File: config.mk
export PLATFORM = sky130hd
export DESIGN_NAME = button_event_classifier
export DESIGN_NICKNAME = d
export VERILOG_FILES = /design/src/hdl/bec_pkg.sv /design/src/hdl/button_event_classifier.sv /design/src/hdl/bec_core.sv
export SDC_FILE = /design/constraint.sdc
export NUM_CORES = 1
export LEC_CHECK = 0
export ABC_CLOCK_PERIOD_IN_PS = 7100
export BUFFER_PORTS_ARGS = -buffer_cell sky130_fd_sc_hd__buf_2
export CAP_MARGIN = 20
export CORE_MARGIN = 4
export CORE_UTILIZATION = 60
export DETAILED_ROUTE_END_ITERATION = 10
export GPL_TIMING_DRIVEN = 0
export PLACE_DENSITY = 0.8
export SLEW_MARGIN = 20
export SYNTH_ARGS = -nofsm -noshare
export SYNTH_HDL_FRONTEND = slang
export SYNTH_SLANG_ARGS = --single-unit
File: constraint.sdc
create_clock -name clk_i -period 7.1 [get_ports clk_i]
set_input_delay 1.42 -clock clk_i [delete_from_list [all_inputs] [get_ports clk_i]]
set_output_delay 1.42 -clock clk_i [all_outputs]
set_load 0.005 [all_outputs]
File: src/hdl/bec_pkg.sv
// Package for the button event classifier: mode and event codes,
// register indexes, the configuration register set and the result record.
// No dependencies.
package bec_pkg;

  // Width of the configuration index and write data
  localparam int unsigned CfgIdxW  = 3;
  localparam int unsigned CfgDataW = 27;

  // Fixed field widths of the configuration registers
  localparam int unsigned DebounceW  = 20;
  localparam int unsigned LongRelW   = 27;
  localparam int unsigned DelayMsW   = 16;
  localparam int unsigned EdgeTimeW  = 32;

  // Register indexes
  localparam logic [CfgIdxW-1:0] RegDebounceDelay    = 3'd0;
  localparam logic [CfgIdxW-1:0] RegLongReleaseDelay = 3'd1;
  localparam logic [CfgIdxW-1:0] RegLongPushDelay    = 3'd2;
  localparam logic [CfgIdxW-1:0] RegTimeOutDelay     = 3'd3;
  localparam logic [CfgIdxW-1:0] RegActiveLow        = 3'd4;

  // Register reset values
  localparam logic [DebounceW-1:0] DebounceRst  = 20'd10000;
  localparam logic [LongRelW-1:0]  LongRelRst   = 27'd1000000;
  localparam logic [DelayMsW-1:0]  LongPushRst  = 16'd1000;
  localparam logic [DelayMsW-1:0]  TimeOutRst   = 16'd5000;
  localparam logic                 ActiveLowRst = 1'b1;

  typedef enum logic [1:0] {
    ModeIdle    = 2'd0,
    ModeActive  = 2'd1,
    ModeRelPend = 2'd2,
    ModeToPend  = 2'd3
  } mode_e;

  typedef enum logic [2:0] {
    EvPush     = 3'd0,
    EvShortRel = 3'd1,
    EvLongRel  = 3'd2,
    EvLongPush = 3'd3,
    EvTimeOut  = 3'd4
  } event_e;

  typedef struct packed {
    logic [DebounceW-1:0] debounce_us;
    logic [LongRelW-1:0]  long_rel_us;
    logic [DelayMsW-1:0]  long_push_ms;
    logic [DelayMsW-1:0]  timeout_ms;
    logic                 active_low;
  } cfg_t;

  typedef struct packed {
    event_e ev;
    mode_e  mode;
  } res_t;

endpackage

File: src/hdl/button_event_classifier.sv
// Button event classifier top level: configuration registers, classification
// core and a two-entry result register (output register plus skid stage).
// A result is registered in the output register, or in the skid stage while the output waits.
// Throughput: one item per cycle; input stalls only while the skid stage holds a result.
// Reset clears mode, last edge time, wait count and the result stages, and loads
// the register defaults. Depends on bec_pkg and bec_core.
module button_event_classifier #(
  parameter int unsigned TIME_WIDTH = 32,
  parameter int unsigned WAIT_WIDTH = 16
) (
  input  logic                            clk_i,
  input  logic                            rst_ni,
  // configuration write channel
  input  logic                            cfg_valid_i,
  output logic                            cfg_ready_o,
  input  logic [bec_pkg::CfgIdxW-1:0]     cfg_index_i,
  input  logic [bec_pkg::CfgDataW-1:0]    cfg_data_i,
  // input channel
  input  logic                            in_valid_i,
  output logic                            in_stall_o,
  input  logic                            cmd_i,
  input  logic                            edge_rise_i,
  input  logic                            edge_fall_i,
  input  logic [bec_pkg::EdgeTimeW-1:0]   edge_time_us_i,
  // result channel
  output logic                            out_valid_o,
  input  logic                            out_stall_i,
  output logic [2:0]                      event_res_o,
  output logic [1:0]                      button_mode_o
);
  import bec_pkg::*;

  cfg_t cfg_q;
  logic in_acc;
  logic core_valid;
  res_t core_res;
  logic out_valid_q, skid_valid_q;
  res_t out_q, skid_q;
  logic out_pop;

  assign cfg_ready_o = 1'b1;

  // Write configuration registers, ignore unknown indexes
  always_ff @(posedge clk_i or negedge rst_ni) begin
    if (!rst_ni) begin
      cfg_q.debounce_us  <= DebounceRst;
      cfg_q.long_rel_us  <= LongRelRst;
      cfg_q.long_push_ms <= LongPushRst;
      cfg_q.timeout_ms   <= TimeOutRst;
      cfg_q.active_low   <= ActiveLowRst;
    end else if (cfg_valid_i && cfg_ready_o) begin
      case (cfg_index_i)
        RegDebounceDelay:    cfg_q.debounce_us  <= cfg_data_i[DebounceW-1:0];
        RegLongReleaseDelay: cfg_q.long_rel_us  <= cfg_data_i[LongRelW-1:0];
        RegLongPushDelay:    cfg_q.long_push_ms <= cfg_data_i[DelayMsW-1:0];
        RegTimeOutDelay:     cfg_q.timeout_ms   <= cfg_data_i[DelayMsW-1:0];
        RegActiveLow:        cfg_q.active_low   <= cfg_data_i[0];
        default: ;
      endcase
    end
  end

  // Accept items while the skid stage is free
  assign in_stall_o = skid_valid_q;
  assign in_acc     = in_valid_i & ~in_stall_o;

  bec_core #(
    .TIME_WIDTH (TIME_WIDTH),
    .WAIT_WIDTH (WAIT_WIDTH)
  ) u_core (
    .clk_i          (clk_i),
    .rst_ni         (rst_ni),
    .cfg_i          (cfg_q),
    .item_acc_i     (in_acc),
    .cmd_i          (cmd_i),
    .edge_rise_i    (edge_rise_i),
    .edge_fall_i    (edge_fall_i),
    .edge_time_us_i (edge_time_us_i),
    .res_valid_o    (core_valid),
    .res_o          (core_res)
  );

  assign out_pop = out_valid_q & ~out_stall_i;

  // Advance results through the output register and skid stage
  always_ff @(posedge clk_i or negedge rst_ni) begin
    if (!rst_ni) begin
      out_valid_q  <= 1'b0;
      skid_valid_q <= 1'b0;
    end else if (skid_valid_q) begin
      if (out_pop) begin
        skid_valid_q <= 1'b0;
      end
    end else if (core_valid) begin
      if (out_valid_q && !out_pop) begin
        skid_valid_q <= 1'b1;
      end else begin
        out_valid_q <= 1'b1;
      end
    end else if (out_pop) begin
      out_valid_q <= 1'b0;
    end
  end

  // Result payload
  always_ff @(posedge clk_i) begin
    if (skid_valid_q) begin
      if (out_pop) begin
        out_q <= skid_q;
      end
    end else if (core_valid) begin
      if (out_valid_q && !out_pop) begin
        skid_q <= core_res;
      end else begin
        out_q <= core_res;
      end
    end
  end

  assign out_valid_o   = out_valid_q;
  assign event_res_o   = out_q.ev;
  assign button_mode_o = out_q.mode;

  // The skid stage is only filled behind a waiting result
  a_skid_behind_out : assert property (@(posedge clk_i) disable iff (!rst_ni)
    skid_valid_q |-> out_valid_q)
    else $error("skid stage holds a result while the output register is empty");

  // A result parked in the skid stage moves up when the output is taken
  a_skid_moves_up : assert property (@(posedge clk_i) disable iff (!rst_ni)
    (skid_valid_q && out_pop) |=> (out_valid_q && !skid_valid_q))
    else $error("skid result lost on output transfer");

  // A push always leaves the block active, a long push leaves it release pending
  a_push_mode : assert property (@(posedge clk_i) disable iff (!rst_ni)
    (core_valid && (core_res.ev == EvPush)) |-> (core_res.mode == ModeActive))
    else $error("push result without active mode");

  a_long_push_mode : assert property (@(posedge clk_i) disable iff (!rst_ni)
    (core_valid && (core_res.ev == EvLongPush)) |-> (core_res.mode == ModeRelPend))
    else $error("long push result without release pending mode");

endmodule

File: src/hdl/bec_core.sv
// Classification core of the button event classifier: holds mode, last edge
// time and millisecond wait, and decides the result of each accepted item.
// Depends on bec_pkg.
module bec_core #(
  parameter int unsigned TIME_WIDTH = 32,
  parameter int unsigned WAIT_WIDTH = 16
) (
  input  logic                            clk_i,
  input  logic                            rst_ni,
  input  bec_pkg::cfg_t                   cfg_i,
  input  logic                            item_acc_i,
  input  logic                            cmd_i,
  input  logic                            edge_rise_i,
  input  logic                            edge_fall_i,
  input  logic [bec_pkg::EdgeTimeW-1:0]   edge_time_us_i,
  output logic                            res_valid_o,
  output bec_pkg::res_t                   res_o
);
  import bec_pkg::*;

  localparam int unsigned CmpW = (TIME_WIDTH > LongRelW) ? TIME_WIDTH : LongRelW;
  localparam int unsigned LimW = (WAIT_WIDTH > DelayMsW) ? WAIT_WIDTH : DelayMsW;

  mode_e                 mode_q, mode_d;
  logic [TIME_WIDTH-1:0] last_time_q, last_time_d;
  logic [WAIT_WIDTH-1:0] wait_q, wait_d;

  logic [TIME_WIDTH+EdgeTimeW-1:0] time_ext;
  logic [TIME_WIDTH-1:0]           t_now;
  logic [TIME_WIDTH-1:0]           dt;
  logic [CmpW-1:0]                 dt_c;
  logic                            is_push;
  logic [WAIT_WIDTH-1:0]           wait_inc;
  logic [DelayMsW-1:0]             limit;

  // Take the timestamp modulo 2^TIME_WIDTH, elapsed time wraps the same way
  assign time_ext = {{TIME_WIDTH{1'b0}}, edge_time_us_i};
  assign t_now    = time_ext[TIME_WIDTH-1:0];
  assign dt       = t_now - last_time_q;
  assign dt_c     = CmpW'(dt);

  // A push is the active edge seen alone
  assign is_push = cfg_i.active_low ? (edge_fall_i & ~edge_rise_i)
                                    : (edge_rise_i & ~edge_fall_i);

  // Saturating tick count
  assign wait_inc = (wait_q == {WAIT_WIDTH{1'b1}}) ? wait_q : wait_q + WAIT_WIDTH'(1);
  assign limit    = (mode_q == ModeActive) ? cfg_i.long_push_ms
                                           : cfg_i.timeout_ms;

  // Decide next state and result
  always_comb begin
    mode_d      = mode_q;
    last_time_d = last_time_q;
    wait_d      = wait_q;
    res_valid_o = 1'b0;
    res_o.ev    = EvPush;
    res_o.mode  = mode_q;
    if (item_acc_i) begin
      if (!cmd_i) begin
        last_time_d = t_now;
        wait_d      = '0;
        if (dt_c > CmpW'(cfg_i.debounce_us)) begin
          res_valid_o = 1'b1;
          if (is_push) begin
            mode_d   = ModeActive;
            res_o.ev = EvPush;
          end else begin
            mode_d   = ModeToPend;
            res_o.ev = (dt_c < CmpW'(cfg_i.long_rel_us)) ? EvShortRel : EvLongRel;
          end
        end
      end else if (mode_q == ModeActive || mode_q == ModeToPend) begin
        wait_d = wait_inc;
        if (LimW'(wait_inc) >= LimW'(limit)) begin
          wait_d      = '0;
          res_valid_o = 1'b1;
          if (mode_q == ModeActive) begin
            mode_d   = ModeRelPend;
            res_o.ev = EvLongPush;
          end else begin
            mode_d   = ModeIdle;
            res_o.ev = EvTimeOut;
          end
        end
      end
    end
    res_o.mode = mode_d;
  end

  // Hold classifier state
  always_ff @(posedge clk_i or negedge rst_ni) begin
    if (!rst_ni) begin
      mode_q      <= ModeIdle;
      last_time_q <= '0;
      wait_q      <= '0;
    end else begin
      mode_q      <= mode_d;
      last_time_q <= last_time_d;
      wait_q      <= wait_d;
    end
  end

endmodule
==> flow_metrics.env, run 1 <==
export IMPL_syn_nets=1198
export IMPL_routedWlPerCell_um=16.8
export IMPL_fp_dieW_um=133
export IMPL_whs_ns=0.509
export IMPL_ys_seq_area_frac=0.387
export IMPL_fin_skew_ns=0.00941
export IMPL_synthesis_area_sq_mm=0.00938
export IMPL_cp_data_required_time_ns=7.26
export IMPL_seqCellArea_sq_mm=0.00363
export IMPL_ant_nets=0
export IMPL_ys_seq_elements=142
export IMPL_ir_drop_uv=215
export IMPL_crit_start="edge_time_us_i[0]"
export IMPL_fin_crit_ns=6.82
export IMPL_fmax_mhz=147
export IMPL_initial_utilization=0.615
export IMPL_die_area_sq_mm=0.0177
export IMPL_critPathBufInv=3
export IMPL_worstPathMaxFanout=4
export IMPL_synthArstFlopShare=0.930
export IMPL_layout_cells_most_common="nand2_1"
export IMPL_status="finished, final reports clean"
export IMPL_clock_latency_ns=0.43
export IMPL_ff2ff_path_depth=22
export IMPL_cp_end_kind="register"
export IMPL_p_switching_w=0.00131
export IMPL_finalMaxSlewViolations=0
export IMPL_num_io_pins=78
export IMPL_seqPwrFrac=0.295
export IMPL_antenna_found_initial=0
export IMPL_htree_levels=4
export IMPL_area_growth_pct=15.4
export IMPL_cp_slowest_stage_delay_ns=0.51
export IMPL_layout_drive_gt1_share=0.172
export IMPL_rsz0062_at_grt="no"
export IMPL_worstPathArrival_ns=6.98
export IMPL_pwr_share_clk=0.277
export IMPL_grt_pass1_wl_um=38400
export IMPL_setup_violations=0
export IMPL_chipHeight_um=133
export IMPL_coreArea_sq_mm=0.0153
export IMPL_r2r_start="u_core.last_time_q[0]"
export IMPL_critPathSlowestCell="or4b_4"
export IMPL_p_leak_nw=4.97
export IMPL_hold_class="register to register"
export IMPL_final_cell_mix="127 x nand2_1, 118 x o21ai_0, 108 x dfrtp_1"
export IMPL_wirelength_um=22800
export IMPL_finalCritPeriodShare=0.961
export IMPL_vias=7911
export IMPL_dp_hpwl_um=17200
export IMPL_multi_input_area_sq_mm=0.00530
export IMPL_crit_chain="buf_2, inv_1, ha_1, inv_1, fa_2, a21o_1, a311o_1, nand2_1, or3b_4, a21o_1, a21oi_2, o21bai_1, a21oi_2, xnor2_2, ha_1, a21oi_1, nand2_1, a2111oi_4, or4b_4, a211o_1, a2111oi_4, nand4_4, or3_4, a221o_1"
export IMPL_instances_no_fill=1357
export IMPL_grt_pass1_vias=7926
export IMPL_nets=1298
export IMPL_cts_sinks=142
export IMPL_gp_congestion=0.928
export IMPL_synth_flop_cell="dfrtp_1"
export IMPL_tightest_slew_ns=1.02
export IMPL_rows=45
export IMPL_power_density_mw_per_mm2=333
export IMPL_maxSlewHeadroom=0.317
export IMPL_worstSetupPathType="input port to register"
export IMPL_drc=0
export IMPL_portBuffers=76
export IMPL_dr_pass1_iters=6
export IMPL_nFillCells=1180
export IMPL_path_clk_slew_ns=0.06
export IMPL_placedCellCount=1321
export IMPL_r2r_end="skid_q[1]"
export IMPL_yosysWarnings=0
export IMPL_drt_iter0_drc=597
export IMPL_diodes=0
export IMPL_root_buffer="clkbuf_16"
export IMPL_syn_inst=1033
export IMPL_grt_max_degree=78
export IMPL_swShare=0.363
export IMPL_p_int_w=0.00229
export IMPL_routed_via_density=5.83
export IMPL_cts_tree="built"
export IMPL_power_frac_comb=0.428
export IMPL_syn_area_per_cell_sq_um=9.08
export IMPL_grtUsageTotal=0.268
export IMPL_critical_path_cell_count=24
export IMPL_crit_family="compound AO/OA/AOI/OAI gates"
export IMPL_crit_end="skid_q[1]"
export IMPL_clock_path_buffers=2
export IMPL_grt_ovfl_total=0
export IMPL_cap_viol_max_count=0
export IMPL_synth_edf_count=10
export IMPL_ys_types=69
export IMPL_hold_viol=0
export IMPL_reg2reg_slack_ns=1.07
export IMPL_start_kind="input port"
export IMPL_cts_buffers=17
## Yosys cell counts, types with 23 or more instances
master | count | share of area
ha_1 | 94 | 0.13
mux2_2 | 39 | 0.047
nand2_1 | 127 | 0.051
nor2_1 | 42 | 0.017
inv_1 | 99 | 0.040
dfstp_2 | 24 | 0.067
dfrtp_1 | 108 | 0.29
a21oi_1 | 70 | 0.037
clkbuf_1 | 31 | 0.012
nand3_1 | 24 | 0.013
o21ai_0 | 118 | 0.063
a21o_1 | 23 | 0.018
## routing by layer
| metal | GRT usage | wire (um) | up-vias |
|---|---|---|---|
| li1 | - | - | 3866 |
| met1 | 0.350 | 10300 | 3767 |
| met2 | 0.446 | 10900 | 227 |
| met3 | 0.0449 | 1000 | 51 |
| met4 | 0.108 | 712 | 0 |
| met5 | 0 | 0 | - |
## state kept, by name (all words and copies together) (netlist names)
register,cells
u_core.last_time_q,32
u_core.mode_q,2
cfg_q,80
in_stall_o,1
skid_q,5
u_core.wait_q,16
button_mode_o,2
event_res_o,3
out_valid_o,1
## how the worst min path moves through the flow
| stage | start | endpoint | cells after the start | slack [ns] |
|---|---|---|---|---|
| finish | cfg_q[21] | cfg_q[21] | 1 | 0.51 |
| global route | cfg_q[21] | cfg_q[21] | 1 | 0.52 |
| CTS | cfg_q[1] | cfg_q[1] | 1 | 0.51 |
| detailed placement | cfg_q[6] | cfg_q[6] | 1 | 0.49 |
| global placement | cfg_q[17] | cfg_q[17] | 1 | 0.48 |
| floorplan | cfg_q[17] | cfg_q[17] | 1 | 0.47 |
## kinds of logic (layout without fill, tap and decap cells)
logic type / Yosys count / after routing / synth area share
mux: 56 / 56 / 0.0650
flops: 142 / 142 / 0.387
other cells: 1 / 1 / 0.000400
compound gates: 301 / 301 / 0.199
fa+ha+maj: 95 / 95 / 0.128
buf+inv: 135 / 248 / 0.0549
xor+xnor: 37 / 37 / 0.0345
simple gates: 266 / 266 / 0.131
## stage by stage
| stage | setup slack, ns | util | setup TNS (ns) | area, sq um | total power [W] |
|---|---|---|---|---|---|
| final | 0.277 | 0.709 | 0 | 10800 | 0.00360 |
| after global routing | 0.0604 | 0.709 | 0 | 10800 | 0.00387 |
| after CTS | 0.00297 | 0.707 | 0 | 10800 | 0.00358 |
| after floorplan | 0.142 | - | 0 | 9380 | 0.00217 |
| after detailed placement | -0.867 | 0.660 | -13.54 | 10100 | 0.00254 |
| after global placement | -0.787 | 0.657 | -12.18 | 10000 | 0.00248 |
## layout make-up
cell class / instances / area share
tap: 211 / 0.0244
buffer: 36 / 0.0133
multi-input combinational: 756 / 0.490
sequential: 142 / 0.336
clock inverter: 8 / 0.0140
timing repair buffer: 81 / 0.0414
inverter: 99 / 0.0343
clock buffer: 24 / 0.0474
## power by group through the flow
stage	Clock (W)	Combinational, W	Sequential, W
2_1_floorplan	0	0.00111	0.00106
3_3_place_gp	0	0.00141	0.00107
3_5_place_dp	0	0.00147	0.00108
4_1_cts	0.00101	0.00151	0.00106
5_1_grt	0.00105	0.00175	0.00108
6_report	0.000999	0.00154	0.00106
## timing repair
action	4_1_cts	5_1_grt
pin swaps	2	8
setup buffers	2	1
resized for setup	7	5
hold buffers	0	0
endpoints found under the setup margin	17	19
No activity file was read; power rests on OpenSTA's default activity.
==> run 2, diff against run 1 <==
--- a/config.mk
+++ b/config.mk
@@ -5,7 +5,8 @@
 export SDC_FILE = /design/constraint.sdc
 export NUM_CORES = 1
 export LEC_CHECK = 0
-export ABC_CLOCK_PERIOD_IN_PS = 7100
+export ABC_AREA = 1
+export ABC_CLOCK_PERIOD_IN_PS = 7580
 export BUFFER_PORTS_ARGS = -buffer_cell sky130_fd_sc_hd__buf_2
 export CAP_MARGIN = 20
 export CORE_MARGIN = 4
==> constraint.sdc (replaced) <==
create_clock -name clk_i -period 7.58 [get_ports clk_i]
set_input_delay 1.516 -clock clk_i [delete_from_list [all_inputs] [get_ports clk_i]]
set_output_delay 1.516 -clock clk_i [all_outputs]
set_load 0.005 [all_outputs]
==> run 2 against run 1 <==
Highest routed layer unchanged. Clock skew is 0.0031 ns higher. Hold slack lost 0.023 ns. Worst setup slack gained 2.3 ns. Critical path depth up 2.
==> flow_metrics.env, run 2 <==
export IMPL_cts_resized=0
export IMPL_diodes=0
export IMPL_worstPathMaxFanout=5
export IMPL_power_density_mw_per_mm2=344
export IMPL_setup_violations=0
export IMPL_p_int_w=0.00216
export IMPL_nets=1628
export IMPL_syn_area_per_cell_sq_um=7.24
export IMPL_r2r_start="u_core.last_time_q[0]"
export IMPL_synthArstFlopShare=0.930
export IMPL_synthesis_area_sq_mm=0.00990
export IMPL_fmax_mhz=198
export IMPL_cts_tree="built"
export IMPL_grt_ovfl_total=0
export IMPL_final_cell_mix="396 x nand2_1, 249 x inv_1, 132 x o21ai_0"
export IMPL_ys_seq_elements=142
export IMPL_swShare=0.439
export IMPL_hold_class="register to register"
export IMPL_postCtsHoldBufs=0
export IMPL_rsz0062_at_grt="no"
export IMPL_min_path_cells=2
export IMPL_largest_register="cfg_q"
export IMPL_finalMaxSlewViolations=0
export IMPL_tightest_slew_ns=1.03
export IMPL_clock_latency_ns=0.43
export IMPL_rows=46
export IMPL_yosys_area_top_type_share=0.273
export IMPL_fp_dieW_um=136
export IMPL_p_leak_nw=5.96
export IMPL_drt_iter0_drc=652
export IMPL_coreArea_sq_mm=0.0160
export IMPL_grt_pass1_wl_um=41700
export IMPL_initial_utilization=0.619
export IMPL_power_frac_comb=0.508
export IMPL_root_buffer="clkbuf_16"
export IMPL_dp_hpwl_um=19800
export IMPL_fin_crit_ns=5.05
export IMPL_synth_edf_count=10
export IMPL_antenna_found_initial=0
export IMPL_ant_nets=0
export IMPL_wirelength_um=25200
export IMPL_synthTopCellsByArea="dfrtp_1 27%, nand2_1 15%, ha_1 12%"
export IMPL_design_area_sq_mm=0.0112
export IMPL_portBuffers=76
export IMPL_routedWlPerCell_um=14.9
export IMPL_setup_tns_ns=0
export IMPL_p_switching_w=0.00169
export IMPL_num_io_pins=78
export IMPL_synthTopCellsByCount="396 x nand2_1, 249 x inv_1, 132 x o21ai_0"
export IMPL_ys_seq_area_frac=0.367
export IMPL_crit_start="edge_time_us_i[0]"
export IMPL_placed_cell_area_sq_mm=0.0106
export IMPL_yosys_area_top_type="dfrtp_1"
export IMPL_die_area_sq_mm=0.0186
export IMPL_ff2ff_path_depth=24
export IMPL_start_kind="input port"
export IMPL_clock_path_buffers=2
export IMPL_fin_skew_ns=0.0125
export IMPL_nFillCells=1394
export IMPL_synth_flop_cell="dfrtp_1"
export IMPL_pwr_share_clk=0.223
export IMPL_cp_end_kind="register"
export IMPL_ir_drop_uv=208
export IMPL_grtUsageTotal=0.287
export IMPL_syn_nets=1532
export IMPL_worstSetupPathType="input port to register"
export IMPL_cts_sinks=142
export IMPL_layout_drive_gt1_share=0.117
export IMPL_yosysWarnings=0
export IMPL_syn_inst=1367
export IMPL_path_clk_slew_ns=0.07
export IMPL_layout_cells_most_common="nand2_1"
export IMPL_synth_most_common_cell="nand2_1"
export IMPL_gp_congestion=0.956
export IMPL_hp_start="cfg_q[1]"
export IMPL_dr_pass1_iters=5
export IMPL_hold_viol=0
export IMPL_worstPathArrival_ns=5.21
export IMPL_drc=0
export IMPL_seqPwrFrac=0.269
export IMPL_grt_max_degree=81
export IMPL_area_growth_pct=13.0
export IMPL_status="finished, final reports clean"
export IMPL_routed_via_density=5.32
export IMPL_htree_levels=4
export IMPL_finalCritPeriodShare=0.666
export IMPL_cts_buffers=17
export IMPL_cp_data_required_time_ns=7.74
export IMPL_maxSlewHeadroom=0.308
export IMPL_cap_viol_max_count=0
export IMPL_chipHeight_um=136
export IMPL_largest_reg_flops=80
export IMPL_top_regs="cfg_q: 80 flops, u_core.last_time_q: 32 flops, u_core.wait_q: 16 flops"
export IMPL_cts_setup_buffers=0
export IMPL_grt_pass1_vias=8612
export IMPL_ys_types=49
export IMPL_vias=8994
## run 2: area by class of cell
class,count,area [sq um],area share
Inverter,251,942,0.0842
Timing Repair Buffer,77,418,0.0374
Multi-Input combinational cell,947,5220,0.467
Tap cell,216,270,0.0242
Buffer,27,106,0.00951
Sequential cell,142,3630,0.325
Clock buffer,18,429,0.0384
Clock inverter,14,169,0.0151
## run 2: worst paths after layout
check                                         to  slack (ns)
worst max-delay path              event_res_o[2]        2.53
worst min-delay path                    cfg_q[1]        0.49
worst max register to register    event_res_o[2]        3.45
worst min register to register          cfg_q[1]        0.49
max in group asynchronous              cfg_q[51]        5.82
min in group asynchronous       u_core.wait_q[9]        0.99
## run 2: through the flow
step	setup WS, ns	cells	util	hold slack [ns]	power [W]
2_1_floorplan	3.03	1367	-	0.448	0.00244
3_3_place_gp	2.31	1659	0.660	0.464	0.00288
3_5_place_dp	2.21	1660	0.662	0.472	0.00296
4_1_cts	2.60	1692	0.699	0.488	0.00385
5_1_grt	2.25	1692	0.699	0.502	0.00422
6_report	2.53	1692	0.699	0.486	0.00385
## run 2: cells by family (layout without fill, tap and decap cells)
group | after synthesis | after routing | share of synthesized area
buffers and inverters | 278 | 387 | 0.106
AND/OR/NAND/NOR | 589 | 589 | 0.249
multiplexers | 16 | 16 | 0.0163
adder cells (fa/ha/maj) | 95 | 95 | 0.121
other | 1 | 1 | 0.000379
XOR/XNOR | 26 | 26 | 0.0230
AO/OA/AOI/OAI | 220 | 220 | 0.117
flip-flops | 142 | 142 | 0.367
## run 2: critical path, cell delays in order
cell     delay (ns)
buf_2          0.09
inv_1          0.08
ha_1           0.15
inv_1          0.07
fa_1           0.40
nand2_1        0.08
nand2_1        0.09
nand3_1        0.10
nand2_2        0.09
nand3_1        0.08
nand3_1        0.17
xor2_1         0.24
ha_1           0.30
nand2_1        0.08
nor2_1         0.28
nand2_1        0.15
o31ai_1        0.25
inv_1          0.06
nor2_1         0.10
nand3_1        0.15
nor2_2         0.16
nand2_2        0.09
nand2_2        0.09
nand2_2        0.08
o21ai_1        0.12
inv_1          0.14
## run 2: power groups by stage
stage	Sequential [W]	Clock [W]	Combinational (W)
after floorplan	0.00103	0	0.00141
after global placement	0.00104	0	0.00185
after detailed placement	0.00104	0	0.00191
after CTS	0.00103	0.000871	0.00194
after global routing	0.00105	0.000905	0.00226
final	0.00103	0.000858	0.00196
## run 2: metal layers
metal | vias to the layer above | share of wire | global-route usage
met5 | - | 0 | 0
met4 | 0 | 0.015 | 0.0784
met3 | 29 | 0.061 | 0.0585
met2 | 255 | 0.45 | 0.454
met1 | 4188 | 0.47 | 0.402
li1 | 4522 | - | -
==> run 3, diff against run 2 <==
--- a/config.mk
+++ b/config.mk
@@ -6,14 +6,14 @@
 export NUM_CORES = 1
 export LEC_CHECK = 0
 export ABC_AREA = 1
-export ABC_CLOCK_PERIOD_IN_PS = 7580
+export ABC_CLOCK_PERIOD_IN_PS = 4500
 export BUFFER_PORTS_ARGS = -buffer_cell sky130_fd_sc_hd__buf_2
 export CAP_MARGIN = 20
 export CORE_MARGIN = 4
-export CORE_UTILIZATION = 60
+export CORE_UTILIZATION = 55
 export DETAILED_ROUTE_END_ITERATION = 10
 export GPL_TIMING_DRIVEN = 0
-export PLACE_DENSITY = 0.8
+export PLACE_DENSITY = 0.77
 export SLEW_MARGIN = 20
 export SYNTH_ARGS = -nofsm -noshare
 export SYNTH_HDL_FRONTEND = slang
==> constraint.sdc (replaced) <==
create_clock -name clk_i -period 4.5 [get_ports clk_i]
set_input_delay 0.9 -clock clk_i [delete_from_list [all_inputs] [get_ports clk_i]]
set_output_delay 0.9 -clock clk_i [all_outputs]
set_load 0.005 [all_outputs]
==> run 3 against run 2 <==
Clock power is 62% higher. Critical path depth shrank 2. Utilization fell by 5.5 points. Largest cell class unchanged. Critical endpoint is now skid_q[1]. Worst setup slack worse by 2.2 ns. Die area up 8.5%. Sequential power up 69%. Combinational power is 72% higher. Non-clock buffer count unchanged. Routed wire length down 0.45%. Critical path type unchanged. Sequential cell count is the same.
==> flow_metrics.env, run 3 (synthesis gave the netlist of run 2 again) <==
export IMPL_fin_crit_ns=4.18
export IMPL_finalCritPeriodShare=0.929
export IMPL_antenna_found_initial=0
export IMPL_coreArea_sq_mm=0.0175
export IMPL_cp_data_required_time_ns=4.67
export IMPL_cap_viol_max_count=0
export IMPL_final_cell_mix="392 x nand2_1, 248 x inv_1, 132 x o21ai_0"
export IMPL_ant_nets=0
export IMPL_nets=1628
export IMPL_dp_hpwl_um=19500
export IMPL_largest_reg_flops=80
export IMPL_crit_start="edge_time_us_i[4]"
export IMPL_drc=0
export IMPL_route_top_layer_used="met4"
export IMPL_die_area_sq_mm=0.0202
export IMPL_layout_drive_gt1_share=0.127
export IMPL_initial_utilization=0.567
export IMPL_hold_viol=0
export IMPL_design_area_sq_mm=0.0113
export IMPL_tightest_slew_ns=1.07
export IMPL_cts_tree="built"
export IMPL_clock_path_buffers=2
export IMPL_layout_cells_most_common="nand2_1"
export IMPL_grtUsageTotal=0.257
export IMPL_dr_pass1_iters=5
export IMPL_cts_sinks=142
export IMPL_power_density_mw_per_mm2=577
export IMPL_clock_latency_ns=0.44
export IMPL_ir_drop_uv=391
export IMPL_fp_dieW_um=142
export IMPL_placed_cell_area_sq_mm=0.0106
export IMPL_crit_end="skid_q[1]"
export IMPL_met2_length_um=11000
export IMPL_power_w=0.00650
export IMPL_htree_levels=4
export IMPL_chipHeight_um=142
export IMPL_grt_pass1_vias=8639
export IMPL_routed_via_density=5.27
export IMPL_p_leak_nw=5.96
export IMPL_reg2reg_slack_ns=0.48
export IMPL_drt_iter0_drc=740
export IMPL_wl_met1_um=11800
export IMPL_top_regs="cfg_q: 80 flops, u_core.last_time_q: 32 flops, u_core.wait_q: 16 flops"
export IMPL_grt_pass1_wl_um=41600
export IMPL_r2r_end="u_core.wait_q[8]"
export IMPL_postCtsHoldBufs=0
export IMPL_worstPathMaxFanout=4
export IMPL_wl_met3_um=1730
export IMPL_fmax_mhz=239
export IMPL_setup_violations=0
export IMPL_largest_register="cfg_q"
export IMPL_rows=48
export IMPL_wirelength_um=25100
export IMPL_num_io_pins=78
export IMPL_worstPathArrival_ns=4.35
export IMPL_cts_buffers=17
export IMPL_rsz0062_at_grt="no"
export IMPL_r2r_start="u_core.mode_q[0]"
export IMPL_gp_congestion=0.960
export IMPL_maxSlewHeadroom=0.286
export IMPL_ff2ff_path_depth=13
export IMPL_root_buffer="clkbuf_16"
export IMPL_start_kind="input port"
export IMPL_routedWlPerCell_um=14.7
export IMPL_worstSetupPathType="input port to register"
export IMPL_grt_ovfl_total=0
export IMPL_vias=8969
export IMPL_finalMaxSlewViolations=0
export IMPL_hold_class="input port to async pin"
export IMPL_grt_max_degree=86
export IMPL_portBuffers=76
export IMPL_nFillCells=1554
export IMPL_cp_end_kind="register"
export IMPL_area_growth_pct=13.7
export IMPL_path_clk_slew_ns=0.07
export IMPL_status="finished, final reports clean"
export IMPL_diodes=0
export IMPL_fin_skew_ns=0.0147
[run 3: worst min path at each step]
stage	startpoint	end	slack, ns	depth (start not counted)
final	rst_ni	cfg_q[31]	0.36	1
after floorplan	cfg_q[17]	cfg_q[17]	0.45	2
after global routing	rst_ni	cfg_q[71]	0.39	1
after CTS	rst_ni	cfg_q[31]	0.37	1
after global placement	cfg_q[27]	cfg_q[27]	0.47	2
after detailed placement	cfg_q[6]	cfg_q[6]	0.47	2
[run 3: critical path, stage by stage]
cell and delay (ns):
buf_2 0.11, ha_1 0.36, nand2_1 0.13, inv_1 0.05
a21oi_1 0.17, nand2_2 0.12, nand2_1 0.09, nand3_2 0.10
a31oi_2 0.24, xor2_1 0.20, inv_1 0.09, ha_1 0.28
inv_1 0.04, nor2_1 0.14, nand2_1 0.13, o31ai_2 0.26
inv_1 0.07, nor2_1 0.10, nand3_1 0.14, nor2_4 0.15
nand2_2 0.09, nand2_1 0.09, nand4_1 0.10, and2_1 0.18
[run 3: cell type report]
cell class	instances	area, sq um	share of cell area
Buffer	27	106	0.00945
Clock inverter	13	128	0.0113
Timing Repair Buffer	77	418	0.0371
Multi-Input combinational cell	947	5300	0.470
Clock buffer	19	453	0.0402
Tap cell	225	282	0.0250
Sequential cell	142	3630	0.323
Inverter	251	942	0.0837
[run 3: layer usage]
layer	vias up	global-route usage
li1	4530	-
met1	4130	0.373
met2	266	0.394
met3	43	0.0507
met4	0	0.0727
met5	-	0
[run 3: timing repair]
item,CTS,global route
endpoints found under the setup margin,0,18
setup buffers,0,0
resized for setup,0,17
[run 3: where the power goes]
part	internal (W)	leakage [nW]	switching [W]
clock	0.000799	0.279	0.000592
sequential	0.00162	1.69	0.000124
combinational	0.00121	3.99	0.00216
total	0.00362	5.96	0.00288
[run 3: per-stage QoR]
stage	TNS, ns	hold WS (ns)	util	instances	setup WS (ns)
3_3_place_gp	-1.17	0.465	0.604	1668	-0.132
5_1_grt	0	0.385	0.644	1701	0.0205
4_1_cts	0	0.373	0.640	1701	0.194
6_report	0	0.357	0.644	1701	0.321
3_5_place_dp	-2.62	0.473	0.607	1669	-0.225
2_1_floorplan	0	0.448	-	1367	0.564
